File: src/rtl/core/assert_macros.svh
// assertion macros shared by the odometry rtl
// files that assert include this header by its bare name
`ifndef ASSERT_MACROS_SVH
`define ASSERT_MACROS_SVH

// clocked assertion, disabled while reset is asserted
`define ODO_ASSERT(label, prop, msg) \
    label: assert property (@(posedge clk) disable iff (!rst_n) prop) else $error(msg);

// implication form of the above
`define ODO_ASSERT_IMP(label, cond, prop, msg) \
    label: assert property (@(posedge clk) disable iff (!rst_n) (cond) |-> (prop)) \
        else $error(msg);

`endif

File: src/rtl/core/dd_odo_pkg.sv
// shared constants, widths and tables for the differential drive odometry core
// no dependencies
`default_nettype none

package dd_odo_pkg;

    // cordic configuration
    localparam int CORDIC_STEPS     = 16;
    localparam int CORDIC_TABLE_LEN = 24;
    localparam int CORDIC_ITER      = (CORDIC_STEPS > CORDIC_TABLE_LEN) ?
                                      CORDIC_TABLE_LEN : CORDIC_STEPS;
    localparam int ITER_W           = $clog2(CORDIC_ITER);

    // datapath widths
    localparam int XY_W = 33;
    localparam int Z_W  = 34;

    // fixed constants
    localparam logic signed [XY_W-1:0] CORDIC_X0   = 33'sd652032874;
    localparam logic signed [Z_W-1:0]  HALF_TURN_Q = 34'sd2147483648;
    localparam logic signed [Z_W-1:0]  QUARTER_Q   = 34'sd1073741824;
    localparam logic signed [31:0]     RAD_TO_BAM  = 32'sd683565276;
    localparam logic [15:0]            IWS_RESET   = 16'd9526;

    // arctangent table, 2^32 per turn
    function automatic logic signed [Z_W-1:0] atan_lut(input logic [4:0] idx);
        logic signed [Z_W-1:0] val;
        unique case (idx)
            5'd0:    val = 34'sd536870912;
            5'd1:    val = 34'sd316933406;
            5'd2:    val = 34'sd167458907;
            5'd3:    val = 34'sd85004756;
            5'd4:    val = 34'sd42667331;
            5'd5:    val = 34'sd21354465;
            5'd6:    val = 34'sd10679838;
            5'd7:    val = 34'sd5340245;
            5'd8:    val = 34'sd2670163;
            5'd9:    val = 34'sd1335087;
            5'd10:   val = 34'sd667544;
            5'd11:   val = 34'sd333772;
            5'd12:   val = 34'sd166886;
            5'd13:   val = 34'sd83443;
            5'd14:   val = 34'sd41721;
            5'd15:   val = 34'sd20860;
            5'd16:   val = 34'sd10430;
            5'd17:   val = 34'sd5215;
            5'd18:   val = 34'sd2607;
            5'd19:   val = 34'sd1303;
            5'd20:   val = 34'sd651;
            5'd21:   val = 34'sd325;
            5'd22:   val = 34'sd162;
            5'd23:   val = 34'sd81;
            default: val = '0;
        endcase
        return val;
    endfunction

endpackage

`default_nettype wire

File: src/rtl/core/dd_odo_cordic.sv
// iterative rotation-mode cordic: one micro-rotation per cycle on a shared add/shift unit
// depends on dd_odo_pkg and assert_macros.svh
`default_nettype none
`include "assert_macros.svh"

module dd_odo_cordic (
    input  wire logic               clk,
    input  wire logic               rst_n,
    input  wire logic               start,
    input  wire logic [15:0]        angle,
    output logic                    busy,
    output logic signed [31:0]      cos_q,
    output logic signed [31:0]      sin_q
);
    import dd_odo_pkg::*;

    logic                    busy_reg, busy_next;
    logic [ITER_W-1:0]       iter_reg, iter_next;
    logic signed [XY_W-1:0]  x_reg, x_next;
    logic signed [XY_W-1:0]  y_reg, y_next;
    logic signed [Z_W-1:0]   z_reg, z_next;
    logic                    flip_reg, flip_next;

    logic signed [Z_W-1:0]   z_raw;
    logic signed [Z_W-1:0]   z_fold;
    logic                    fold;
    logic signed [XY_W-1:0]  x_sh;
    logic signed [XY_W-1:0]  y_sh;
    logic signed [Z_W-1:0]   atan_val;
    logic signed [XY_W-1:0]  x_neg;
    logic signed [XY_W-1:0]  y_neg;

    // fold the start angle into [-90, 90] degrees
    always_comb
    begin
        z_raw = {{2{angle[15]}}, angle, 16'h0000};
        fold  = 1'b0;
        z_fold = z_raw;
        priority if (z_raw > QUARTER_Q)
        begin
            z_fold = z_raw - HALF_TURN_Q;
            fold   = 1'b1;
        end
        else if (z_raw < -QUARTER_Q)
        begin
            z_fold = z_raw + HALF_TURN_Q;
            fold   = 1'b1;
        end
    end

    // shared shift and add unit
    always_comb
    begin
        x_sh     = x_reg >>> iter_reg;
        y_sh     = y_reg >>> iter_reg;
        atan_val = atan_lut(5'(iter_reg));
    end

    // sequencer
    always_comb
    begin
        busy_next = busy_reg;
        iter_next = iter_reg;
        x_next    = x_reg;
        y_next    = y_reg;
        z_next    = z_reg;
        flip_next = flip_reg;
        if (start)
        begin
            busy_next = 1'b1;
            iter_next = '0;
            x_next    = CORDIC_X0;
            y_next    = '0;
            z_next    = z_fold;
            flip_next = fold;
        end
        else if (busy_reg)
        begin
            if (!z_reg[Z_W-1])
            begin
                x_next = x_reg - y_sh;
                y_next = y_reg + x_sh;
                z_next = z_reg - atan_val;
            end
            else
            begin
                x_next = x_reg + y_sh;
                y_next = y_reg - x_sh;
                z_next = z_reg + atan_val;
            end
            iter_next = iter_reg + 1'b1;
            if (iter_reg == ITER_W'(CORDIC_ITER - 1))
            begin
                busy_next = 1'b0;
            end
        end
    end

    // control registers
    always_ff @(posedge clk or negedge rst_n)
    begin
        if (!rst_n)
        begin
            busy_reg <= 1'b0;
            iter_reg <= '0;
        end
        else
        begin
            busy_reg <= busy_next;
            iter_reg <= iter_next;
        end
    end

    // datapath registers
    always_ff @(posedge clk)
    begin
        x_reg    <= x_next;
        y_reg    <= y_next;
        z_reg    <= z_next;
        flip_reg <= flip_next;
    end

    // undo the fold on the result
    always_comb
    begin
        x_neg = -x_reg;
        y_neg = -y_reg;
        cos_q = flip_reg ? x_neg[31:0] : x_reg[31:0];
        sin_q = flip_reg ? y_neg[31:0] : y_reg[31:0];
    end

    assign busy = busy_reg;

    // assertions
    `ODO_ASSERT_IMP(a_last_iter_ends, busy_reg && !start && (iter_reg == ITER_W'(CORDIC_ITER - 1)),
        ##1 !busy_reg, "cordic did not finish after its last iteration")
    `ODO_ASSERT_IMP(a_start_sets_busy, start, ##1 (busy_reg && (iter_reg == '0)),
        "cordic start did not load the iteration counter")

endmodule

`default_nettype wire

File: src/rtl/core/diff_drive_odometry_core.sv
// differential drive odometry top level: wheel velocities in, integrated pose out
// depends on dd_odo_pkg, dd_odo_cordic and assert_macros.svh
//
// usage:
//   s_axis carries one word per update: left and right wheel velocity (Q4.12) and
//   elapsed time (Q0.16 s). m_axis returns one word per update with the new pose
//   (x, y in Q16.16, heading as binary angle) and the linear and yaw rates.
//   cfg_wr_en/cfg_wr_data write the reciprocal wheel separation (Q4.12, 1/m).
// timing:
//   an accepted word starts a cordic on the old heading (one micro-rotation per
//   cycle) while one shared 32x32 multiplier works through the six products.
//   tvalid rises after the sequencer has waited for the cordic, formed the dx, dy
//   and heading products and updated the pose. s_axis_tready is high only when
//   idle, so one update is in flight; a new word waits until the result is taken.
// reset:
//   pose clears to zero, heading to zero, the separation register to 1/0.430 m.
// stall:
//   a result held by m_axis_tready low stays stable and no new word is taken.
`default_nettype none
`include "assert_macros.svh"

module diff_drive_odometry_core (
    input  wire logic          clk,
    input  wire logic          rst_n,
    // configuration
    input  wire logic          cfg_wr_en,
    input  wire logic [15:0]   cfg_wr_data,
    // input stream
    input  wire logic          s_axis_tvalid,
    output logic               s_axis_tready,
    // [15:0] left_wheel_velocity, [31:16] right_wheel_velocity, [47:32] elapsed_time
    input  wire logic [47:0]   s_axis_tdata,
    // result stream
    output logic               m_axis_tvalid,
    input  wire logic          m_axis_tready,
    // [31:0] position_x, [63:32] position_y, [79:64] heading,
    // [95:80] linear_velocity, [111:96] angular_velocity
    output logic [111:0]       m_axis_tdata
);
    import dd_odo_pkg::*;

    // sequencer codes
    localparam logic [3:0] S_IDLE  = 4'd0;
    localparam logic [3:0] S_M_W   = 4'd1;
    localparam logic [3:0] S_M_VDT = 4'd2;
    localparam logic [3:0] S_M_WDT = 4'd3;
    localparam logic [3:0] S_WAIT  = 4'd4;
    localparam logic [3:0] S_M_DX  = 4'd5;
    localparam logic [3:0] S_M_DY  = 4'd6;
    localparam logic [3:0] S_M_DH  = 4'd7;
    localparam logic [3:0] S_UPD_H = 4'd8;
    localparam logic [3:0] S_OUT   = 4'd9;

    logic [3:0]          state_reg, state_next;
    logic [15:0]         ivs_reg;
    logic signed [15:0]  left_reg, right_reg;
    logic [15:0]         dt_reg;
    logic signed [15:0]  v_reg, w_reg;
    logic signed [31:0]  vdt_reg, wdt_reg;
    logic signed [63:0]  prod_reg;
    logic signed [31:0]  pos_x_reg, pos_y_reg;
    logic [15:0]         heading_reg;

    logic                in_accept;
    logic                out_accept;
    logic signed [16:0]  wheel_sum;
    logic signed [16:0]  wheel_diff;
    logic signed [31:0]  mul_a, mul_b;
    logic signed [63:0]  mul_p;
    logic signed [51:0]  w_shift;
    logic signed [15:0]  w_sat;
    logic signed [21:0]  d_pos;
    logic signed [31:0]  pos_sel;
    logic signed [31:0]  pos_new;

    logic                cordic_busy;
    logic signed [31:0]  cos_q, sin_q;

    // add a position delta to the old position with saturation
    function automatic logic signed [31:0] sat_add(input logic signed [31:0] base,
                                                    input logic signed [21:0] delta);
        logic signed [32:0] sum;
        logic signed [31:0] res;
        sum = {base[31], base} + {{11{delta[21]}}, delta};
        if (sum[32] != sum[31])
        begin
            res = sum[32] ? 32'sh8000_0000 : 32'sh7fff_ffff;
        end
        else
        begin
            res = sum[31:0];
        end
        return res;
    endfunction

    assign in_accept  = s_axis_tvalid && s_axis_tready;
    assign out_accept = m_axis_tvalid && m_axis_tready;

    // wheel sum and difference
    always_comb
    begin
        wheel_sum  = {s_axis_tdata[15], s_axis_tdata[15:0]} +
                     {s_axis_tdata[31], s_axis_tdata[31:16]};
        wheel_diff = {right_reg[15], right_reg} - {left_reg[15], left_reg};
    end

    // shared multiplier operand select
    always_comb
    begin
        mul_a = '0;
        mul_b = '0;
        unique case (state_reg)
            S_M_W:
            begin
                mul_a = {{15{wheel_diff[16]}}, wheel_diff};
                mul_b = {16'h0000, ivs_reg};
            end
            S_M_VDT:
            begin
                mul_a = {{16{v_reg[15]}}, v_reg};
                mul_b = {16'h0000, dt_reg};
            end
            S_M_WDT:
            begin
                mul_a = {{16{w_reg[15]}}, w_reg};
                mul_b = {16'h0000, dt_reg};
            end
            S_M_DX:
            begin
                mul_a = vdt_reg;
                mul_b = cos_q;
            end
            S_M_DY:
            begin
                mul_a = vdt_reg;
                mul_b = sin_q;
            end
            S_M_DH:
            begin
                mul_a = wdt_reg;
                mul_b = RAD_TO_BAM;
            end
            default:
            begin
                mul_a = '0;
                mul_b = '0;
            end
        endcase
        mul_p = mul_a * mul_b;
    end

    // post-processing of the registered product
    always_comb
    begin
        w_shift = prod_reg[63:12];
        priority if (w_shift > 52'sd32767)
        begin
            w_sat = 16'sh7fff;
        end
        else if (w_shift < -52'sd32768)
        begin
            w_sat = 16'sh8000;
        end
        else
        begin
            w_sat = w_shift[15:0];
        end
        d_pos   = prod_reg[63:42];
        pos_sel = (state_reg == S_M_DY) ? pos_x_reg : pos_y_reg;
        pos_new = sat_add(pos_sel, d_pos);
    end

    // sequencer
    always_comb
    begin
        state_next = state_reg;
        unique case (state_reg)
            S_IDLE:  if (in_accept) state_next = S_M_W;
            S_M_W:   state_next = S_M_VDT;
            S_M_VDT: state_next = S_M_WDT;
            S_M_WDT: state_next = S_WAIT;
            S_WAIT:  if (!cordic_busy) state_next = S_M_DX;
            S_M_DX:  state_next = S_M_DY;
            S_M_DY:  state_next = S_M_DH;
            S_M_DH:  state_next = S_UPD_H;
            S_UPD_H: state_next = S_OUT;
            S_OUT:   if (out_accept) state_next = S_IDLE;
            default: state_next = S_IDLE;
        endcase
    end

    // control and pose state
    always_ff @(posedge clk or negedge rst_n)
    begin
        if (!rst_n)
        begin
            state_reg   <= S_IDLE;
            ivs_reg     <= IWS_RESET;
            pos_x_reg   <= '0;
            pos_y_reg   <= '0;
            heading_reg <= '0;
        end
        else
        begin
            state_reg <= state_next;
            if (cfg_wr_en)
            begin
                ivs_reg <= cfg_wr_data;
            end
            if (state_reg == S_M_DY)
            begin
                pos_x_reg <= pos_new;
            end
            if (state_reg == S_M_DH)
            begin
                pos_y_reg <= pos_new;
            end
            if (state_reg == S_UPD_H)
            begin
                heading_reg <= heading_reg + prod_reg[59:44];
            end
        end
    end

    // datapath registers, the yaw product is held while the cordic runs
    always_ff @(posedge clk)
    begin
        if (state_reg != S_WAIT)
        begin
            prod_reg <= mul_p;
        end
        if (in_accept)
        begin
            left_reg  <= s_axis_tdata[15:0];
            right_reg <= s_axis_tdata[31:16];
            dt_reg    <= s_axis_tdata[47:32];
            v_reg     <= wheel_sum[16:1];
        end
        if (state_reg == S_M_VDT)
        begin
            w_reg <= w_sat;
        end
        if (state_reg == S_M_WDT)
        begin
            vdt_reg <= prod_reg[31:0];
        end
        if (state_reg == S_WAIT)
        begin
            wdt_reg <= prod_reg[31:0];
        end
    end

    // sin and cos of the old heading
    dd_odo_cordic u_cordic (
        .clk   (clk),
        .rst_n (rst_n),
        .start (in_accept),
        .angle (heading_reg),
        .busy  (cordic_busy),
        .cos_q (cos_q),
        .sin_q (sin_q)
    );

    // stream handshakes and result word
    assign s_axis_tready = (state_reg == S_IDLE);
    assign m_axis_tvalid = (state_reg == S_OUT);
    assign m_axis_tdata  = {w_reg, v_reg, heading_reg, pos_y_reg, pos_x_reg};

    // assertions
    `ODO_ASSERT_IMP(a_no_overlap, s_axis_tready, !m_axis_tvalid,
        "input ready while a result is pending")
    `ODO_ASSERT_IMP(a_cordic_done, state_reg == S_M_DX, !cordic_busy,
        "position product started before cordic finished")
    `ODO_ASSERT_IMP(a_accept_starts_cordic, in_accept, ##1 (cordic_busy && (state_reg == S_M_W)),
        "accepted word did not start the cordic and sequencer")
    `ODO_ASSERT_IMP(a_pose_held, m_axis_tvalid && !m_axis_tready,
        ##1 (pos_x_reg == $past(pos_x_reg) && heading_reg == $past(heading_reg)),
        "pose changed while the result was stalled")

endmodule

`default_nettype wire
File: config.mk
export PLATFORM = sky130hd
export DESIGN_NAME = diff_drive_odometry_core
export DESIGN_NICKNAME = d
export VERILOG_FILES = /design/src/rtl/core/dd_odo_pkg.sv /design/src/rtl/core/dd_odo_cordic.sv /design/src/rtl/core/diff_drive_odometry_core.sv
export VERILOG_INCLUDE_DIRS = /design/src /design/src/rtl/core
export SDC_FILE = /design/constraint.sdc
export NUM_CORES = 2
export LEC_CHECK = 0
export BUFFER_PORTS_ARGS = -buffer_cell sky130_fd_sc_hd__buf_4
export CAP_MARGIN = 40
export CORE_MARGIN = 2
export CORE_UTILIZATION = 45
export CTS_CLUSTER_DIAMETER = 100
export DETAILED_ROUTE_END_ITERATION = 8
export GPL_ROUTABILITY_DRIVEN = 1
export HOLD_SLACK_MARGIN = 0.02
export SYNTH_ARGS = -nofsm -noshare
export SYNTH_HDL_FRONTEND = slang
export SYNTH_SLANG_ARGS = --single-unit
File: constraint.sdc
create_clock -name clk -period 10.8 [get_ports clk]
set_input_delay 2.16 -clock clk [delete_from_list [all_inputs] [get_ports clk]]
set_output_delay 2.16 -clock clk [all_outputs]
set_load 0.01 [all_outputs]
**Word level (Yosys, flattened, before mapping)**

Memories as Yosys holds them, arrays and structs flattened.
Index checks and enable logic that the tools add are counted.
Widths: inputs -> output; s select.

- $add $sub $neg: 15
- Multipliers: 1
- Divide/modulo/power cells: 0
- $lt $le $gt $ge: 4
- Eq/ne operators: 15
- Shifts and indexed selects: 2
- Multiplexer cells: 25
- Bitwise logic cells: 0
- Reductions and logical operators: 7

Operators with widths:

| operator | count |
|---|---|
| $pmux 32 s5 | 2 |
| $mux 34 | 5 |
| $mux 32 | 5 |
| $add 33x33->33 | 2 |
| $mux 33 | 2 |
| $sshr 33x4->33 | 2 |
| $sub 33x33->33 | 2 |
| $mul 32x32->64 | 1 |
| $neg 32->32 | 2 |
| $gt 52x16->1 const B | 1 |
| $lt 52x16->1 const B | 1 |
| $pmux 4 s10 | 1 |
| $add 32x33->34 const B | 1 |
| $add 34x34->34 | 1 |
| $sub 32x33->34 const B | 1 |
| $sub 34x34->34 | 1 |
| $add 32x22->33 | 1 |
| $gt 32x32->1 const B | 1 |
| $lt 32x31->1 const B | 1 |
| $mux 4 | 5 |
| $add 16x16->17 | 1 |
| $sub 16x16->17 | 1 |
| $add 16x16->16 | 1 |
| $eq 4x3->1 const B | 4 |
| other kinds (15) | 24 |

- Register bits: 414
- Bits in latches: 0
- RAM bits: 0
- Memory bits (read-only): 480
- Logic and storage cells: 89
- Memories: 1

Memories:

| name | words | bits a word | read ports | clocked after memory_dff | write ports | line | text |
|---|---|---|---|---|---|---|---|
| (name not given) | 16 | 30 | 1 | 0 | 0 | dd_odo_pkg.sv:28 | `unique case (idx)` |

**Depth between registers and ports, before layout**

- Word-level depth: 5
- Gate-level depth with buffers: 43
- Mapped depth without buffers: 41

**Modules after synthesis**

Synthesis repeated with hierarchy kept, for this count alone.

- Cells, all modules: 7440
- Area total of the unflattened synthesis: 67209.5 µm²

Modules (own cells, without submodules):

| module | instances | cells each | area an instance (µm²) | sequential area each (µm²) |
|---|---|---|---|---|
| diff_drive_odometry_core | 1 | 5407 | 51211.6 | 8757.1 |
| dd_odo_cordic | 1 | 2033 | 15997.8 | 2497.4 |

**Worst setup path before layout**

No wires, ideal clock.

- Kind: reg2reg
- From: register right_reg[0]
- To: register prod_reg[62], data pin
- Setup time: 0.258 ns
- Arrival time: 9.916 ns
- Data required time: 10.542 ns
- Slack: 0.626 ns
- Cell stages (with the launch flop): 40
- Path buffers: 2
- Cell sequence: edfxtp_1 inv_1 ha_1 fa_1 nor2b_1 o21ai_0 a21boi_0 o21ai_0 a21oi_1 o21ai_0 a21oi_1 o21ai_0 o21a_1 a221o_1 clkbuf_1 buf_1 nand2_1 fa_1 [4 not listed] fa_1 fa_1 fa_1 inv_1 fa_1 inv_1 ha_1 and3_1 nand2_1 nor2_1 and4_1 o311ai_0 o2111ai_1 nand3b_1 a31oi_1 o21a_1 nor2_1 xnor2_1

- Longest elaborated chain between the ends: 3

RTL lines:

| what | line | text |
|---|---|---|
| start, declared | diff_drive_odometry_core.sv:56 | `logic signed [15:0] left_reg, right_reg;` |
| start signal, assigned | diff_drive_odometry_core.sv:235 | `right_reg <= s_axis_tdata[31:16];` |
| $sub 16x16->17 | diff_drive_odometry_core.sv:104 | `wheel_diff = {right_reg[15], right_reg} - {left_reg[15], left_reg};` |
| $pmux 32 s5 | diff_drive_odometry_core.sv:112 | `unique case (state_reg)` |
| $mul 32x32->64 | diff_drive_odometry_core.sv:149 | `mul_p = mul_a * mul_b;` |
| named net mul_p[62] | diff_drive_odometry_core.sv:69 | `logic signed [63:0] mul_p;` |
| end signal, assigned | diff_drive_odometry_core.sv:230 | `prod_reg <= mul_p;` |
| end, declared | diff_drive_odometry_core.sv:60 | `logic signed [63:0] prod_reg;` |

The timed path passes the listed nets, and every way through them passes these cells.
A chain may end at the register's enable or synchronous reset.

**Worst setup path in the final report**

- From: register u_cordic.x_reg[7]
- To: register prod_reg[50], data pin

- Longest elaborated chain between the ends: 4

RTL lines:

| what | line | text |
|---|---|---|
| start, declared | dd_odo_cordic.sv:19 | `logic signed [XY_W-1:0] x_reg, x_next;` |
| start signal, assigned | dd_odo_cordic.sv:117 | `x_reg <= x_next;` |
| $neg 32->32 | dd_odo_cordic.sv:126 | `x_neg = -x_reg;` |
| $mux 32 (*) | dd_odo_cordic.sv:128 | `cos_q = flip_reg ? x_neg[31:0] : x_reg[31:0];` |
| $pmux 32 s5 (*) | diff_drive_odometry_core.sv:112 |  |
| $mul 32x32->64 (*) | diff_drive_odometry_core.sv:149 |  |
| named net mul_p[50] | diff_drive_odometry_core.sv:69 |  |

The timed path passes the listed nets; every way through them passes the cells marked *.

==> impl_metrics.csv <==
group,metric,value,unit
status,status,"completed",
die,ios,183,
worst_hold_path,holdPathStages,0,
global_routing,antenna_found_initial,20,
routing,wl_met1,91100,µm
setup_path,cp-end-kind,"flop",
synth,synthArstFlopShare,0.254,
setup_path,cp.arrival,10.82,ns
routing,final_antenna_net_count,0,
routing,vias,55000,
sta,clock.fmax,0.0961,GHz
synth,yosysUniqueCellTypes,100,
global_routing,grt_pass1_vias,55900,
die,fp.dieH,390,µm
setup_path,crit_top_cell,"fa_1",
placed_design,hpwl,188000,µm
routing,wl,231000,µm
clock_network,cts.sinks,414,
clock_network,cts_max_level,2,
setup_path,crit_buf_inv,6,
finish,areaGrowthSynthToFinish,11.9,%
placed_design,place.gp.congestion,0.986,
synth,synth-edff-count,243,
worst_hold_path,hold_path_class,"reg -> reg",
clock_network,clkLatencyLatePin,0.69,ns
finish,layout_commonest_cell,"inv_1",
sta,fin_crit,10.41,ns
setup_path,worstPathRequired,11.22,ns
finish,layout_common_cells,"1,205 x inv_1, 1,083 x fa_1, 891 x nand2_1",
finish,drive_gt1_frac,0.113,
sta,hold_viol_final,0,
setup_path,cp.depth,37,
routing,drc,0,
sta,worst_slew_pin_slew,0.898,ns
run,max_cap_violations,0,
global_routing,grt_first_pass_wirelength,347000,µm
setup_path,reg2regPathDepth,37,
synth,netlist_area,66900,µm²
clock_network,clock-root-buffer,"clkbuf_16",
finish,fin_nets,9166,
routing,met3_length,18500,µm
synth,avgSynthCellArea,8.99,µm²
routing,dr_wl_met2,106000,µm
placed_design,portBuffers,182,
sta,relSlewSlack,0.396,
die,dieArea,152000,µm²
finish,fill_cells,13800,
routing,wire_per_inst,24.0,µm
die,fp.dieW,390,µm
synth,ys.flop_type,"edfxtp_1",
sta,finalClockSkew,0.0335,ns
clock_network,cts_tree,"done",
synth,syn_nets,8971,
clock_network,cts_buffers,55,
die,coreArea,148000,µm²
routing,drtIter0Drc,5107,
synth,synth_seq_area_share,0.168,
synth,synth_warnings,0,
setup_path,cp_slowest_stage_delay,0.62,ns
synth,ys_ff_latch,414,
global_routing,overflow,0,
die,rows,141,
setup_path,crit_path_top_delay_cell,"fa_2",
finish,largest_reg_flops,64,
setup_path,crit_family,"adder cells",
setup_path,cp_max_fo,16,
routing,drt-vias-per-instance,5.72,
finish,fin_area,74800,µm²
sta,timing.final.crit_share,0.963,
setup_path,worstSetupPathType,"reg -> reg",
placed_design,place_area,72600,µm²
sta,finalSetupViolations,0,
die,start_util,0.453,
routing,highest_layer,"met5",
clock_network,clk_pin_slew_worst_paths,0.06,ns
routing,dr.pass1.iters,6,
sta,slew_viol_final,0,
setup_path,crit_path_start_kind,"flop",
global_routing,grt_usage,0.305,
clock_network,cts_buffer_depth,3,
global_routing,grt_max_degree,88,
synth,syn_inst,7444,
-- routing by layer --
metal | GRT usage | vias up
met1 | 0.396 | 27800
met4 | 0.165 | 12
met5 | 0 | -
li1 | - | 24400
met2 | 0.487 | 2359
met3 | 0.0515 | 508
-- kinds of logic (layout without fill, tap and decap cells) --
group           count (synthesis)  in the layout  synth area share
simple gates                 2241           2241             0.143
buf+inv                      1619           1860            0.0923
fa+ha+maj                    1466           1466             0.396
compound gates               1157           1157             0.111
flops                         414            414             0.168
xor+xnor                      349            349            0.0458
mux                           198            198            0.0437
other cells                     0              9                 0
-- worst register-to-register path, delay by kind of cell (launching register included) --
family	cells	cell delay, ns
compound gates	12	2.55
fa+ha+maj	9	4.35
buf+inv	6	0.49
flops	1	0.31
simple gates	8	2.20
xor+xnor	2	0.23
-- synthesized netlist by cell type, types with 14 or more instances --
cell type | number | share of area
o21ai_0 | 307 | 0.023
or3_1 | 29 | 0.0027
ha_1 | 369 | 0.069
o21a_1 | 28 | 0.0031
o21bai_1 | 29 | 0.0033
nand2_1 | 893 | 0.050
a221oi_1 | 36 | 0.0047
mux4_2 | 59 | 0.020
o211ai_1 | 15 | 0.0017
inv_1 | 1206 | 0.068
clkbuf_1 | 341 | 0.019
xnor2_1 | 202 | 0.026
buf_2 | 15 | 0.0011
or2_2 | 20 | 0.0019
nor2_1 | 879 | 0.049
buf_1 | 36 | 0.0020
or4_1 | 14 | 0.0016
xor2_1 | 146 | 0.019
a21oi_1 | 305 | 0.023
nor2b_1 | 30 | 0.0028
fa_1 | 1089 | 0.33
nor4_1 | 25 | 0.0023
a211oi_1 | 31 | 0.0035
a221o_1 | 34 | 0.0051
mux2i_1 | 94 | 0.014
o22ai_1 | 15 | 0.0014
and2_1 | 50 | 0.0047
a31oi_1 | 54 | 0.0051
edfxtp_1 | 243 | 0.11
nor3_1 | 65 | 0.0049
mux2_2 | 32 | 0.0054
o31ai_1 | 31 | 0.0035
and3_1 | 30 | 0.0028
nand2b_1 | 72 | 0.0067
dfxtp_1 | 66 | 0.020
a21o_1 | 112 | 0.013
a21boi_0 | 19 | 0.0021
a22oi_1 | 21 | 0.0024
nand4_1 | 34 | 0.0032
dfrtp_1 | 98 | 0.037
nand3_1 | 56 | 0.0042
-- area by class of cell --
class	instances	area (µm²)	area share
antenna	9	22.5	0.000301
tap	1930	2410	0.0323
timing repair buffer	546	4640	0.0620
inverter	1211	4550	0.0608
clock buffer	76	1540	0.0205
sequential	414	11300	0.151
clock inverter	27	378	0.00505
multi-input combinational	5411	50000	0.668
-- per-stage QoR --
stage / worst slack [ns] / cells / utilization / TNS, ns / hold WS [ns]
finish: 0.395 / 9624 / 0.507 / 0 / 0.455
global route: -0.0123 / 9624 / 0.507 / -0.0123 / 0.454
CTS: 0.0186 / 9606 / 0.505 / 0 / 0.452
detailed placement: -0.108 / 9503 / 0.492 / -0.108 / 0.437
global placement: -0.0107 / 9488 / 0.490 / -0.0107 / 0.426
floorplan: 0.626 / 7444 / - / 0 / 0.421
-- repair_timing --
item / CTS / global route
hold buffers: 0 / 0
cloned: 0 / 2
pin swaps: 0 / 7
gates resized for setup: 3 / 38
endpoints found under the setup margin: 2 / 21
setup buffers: 0 / 7
-- worst paths after layout --
check | to | startpoint | slack (ns)
max | prod_reg[50] | u_cordic.x_reg[7] | 0.39
min | wdt_reg[11] | prod_reg[11] | 0.46
max reg2reg | prod_reg[50] | u_cordic.x_reg[7] | 0.39
min reg2reg | wdt_reg[11] | prod_reg[11] | 0.46
max in group asynchronous | ivs_reg[15] | rst_n | 8.04
min in group asynchronous | pos_x_reg[15] | rst_n | 1.48
Power is left out: the tool's default activity adds up to more than one toggle a clock period on the data nets, which glitch-free logic cannot reach.
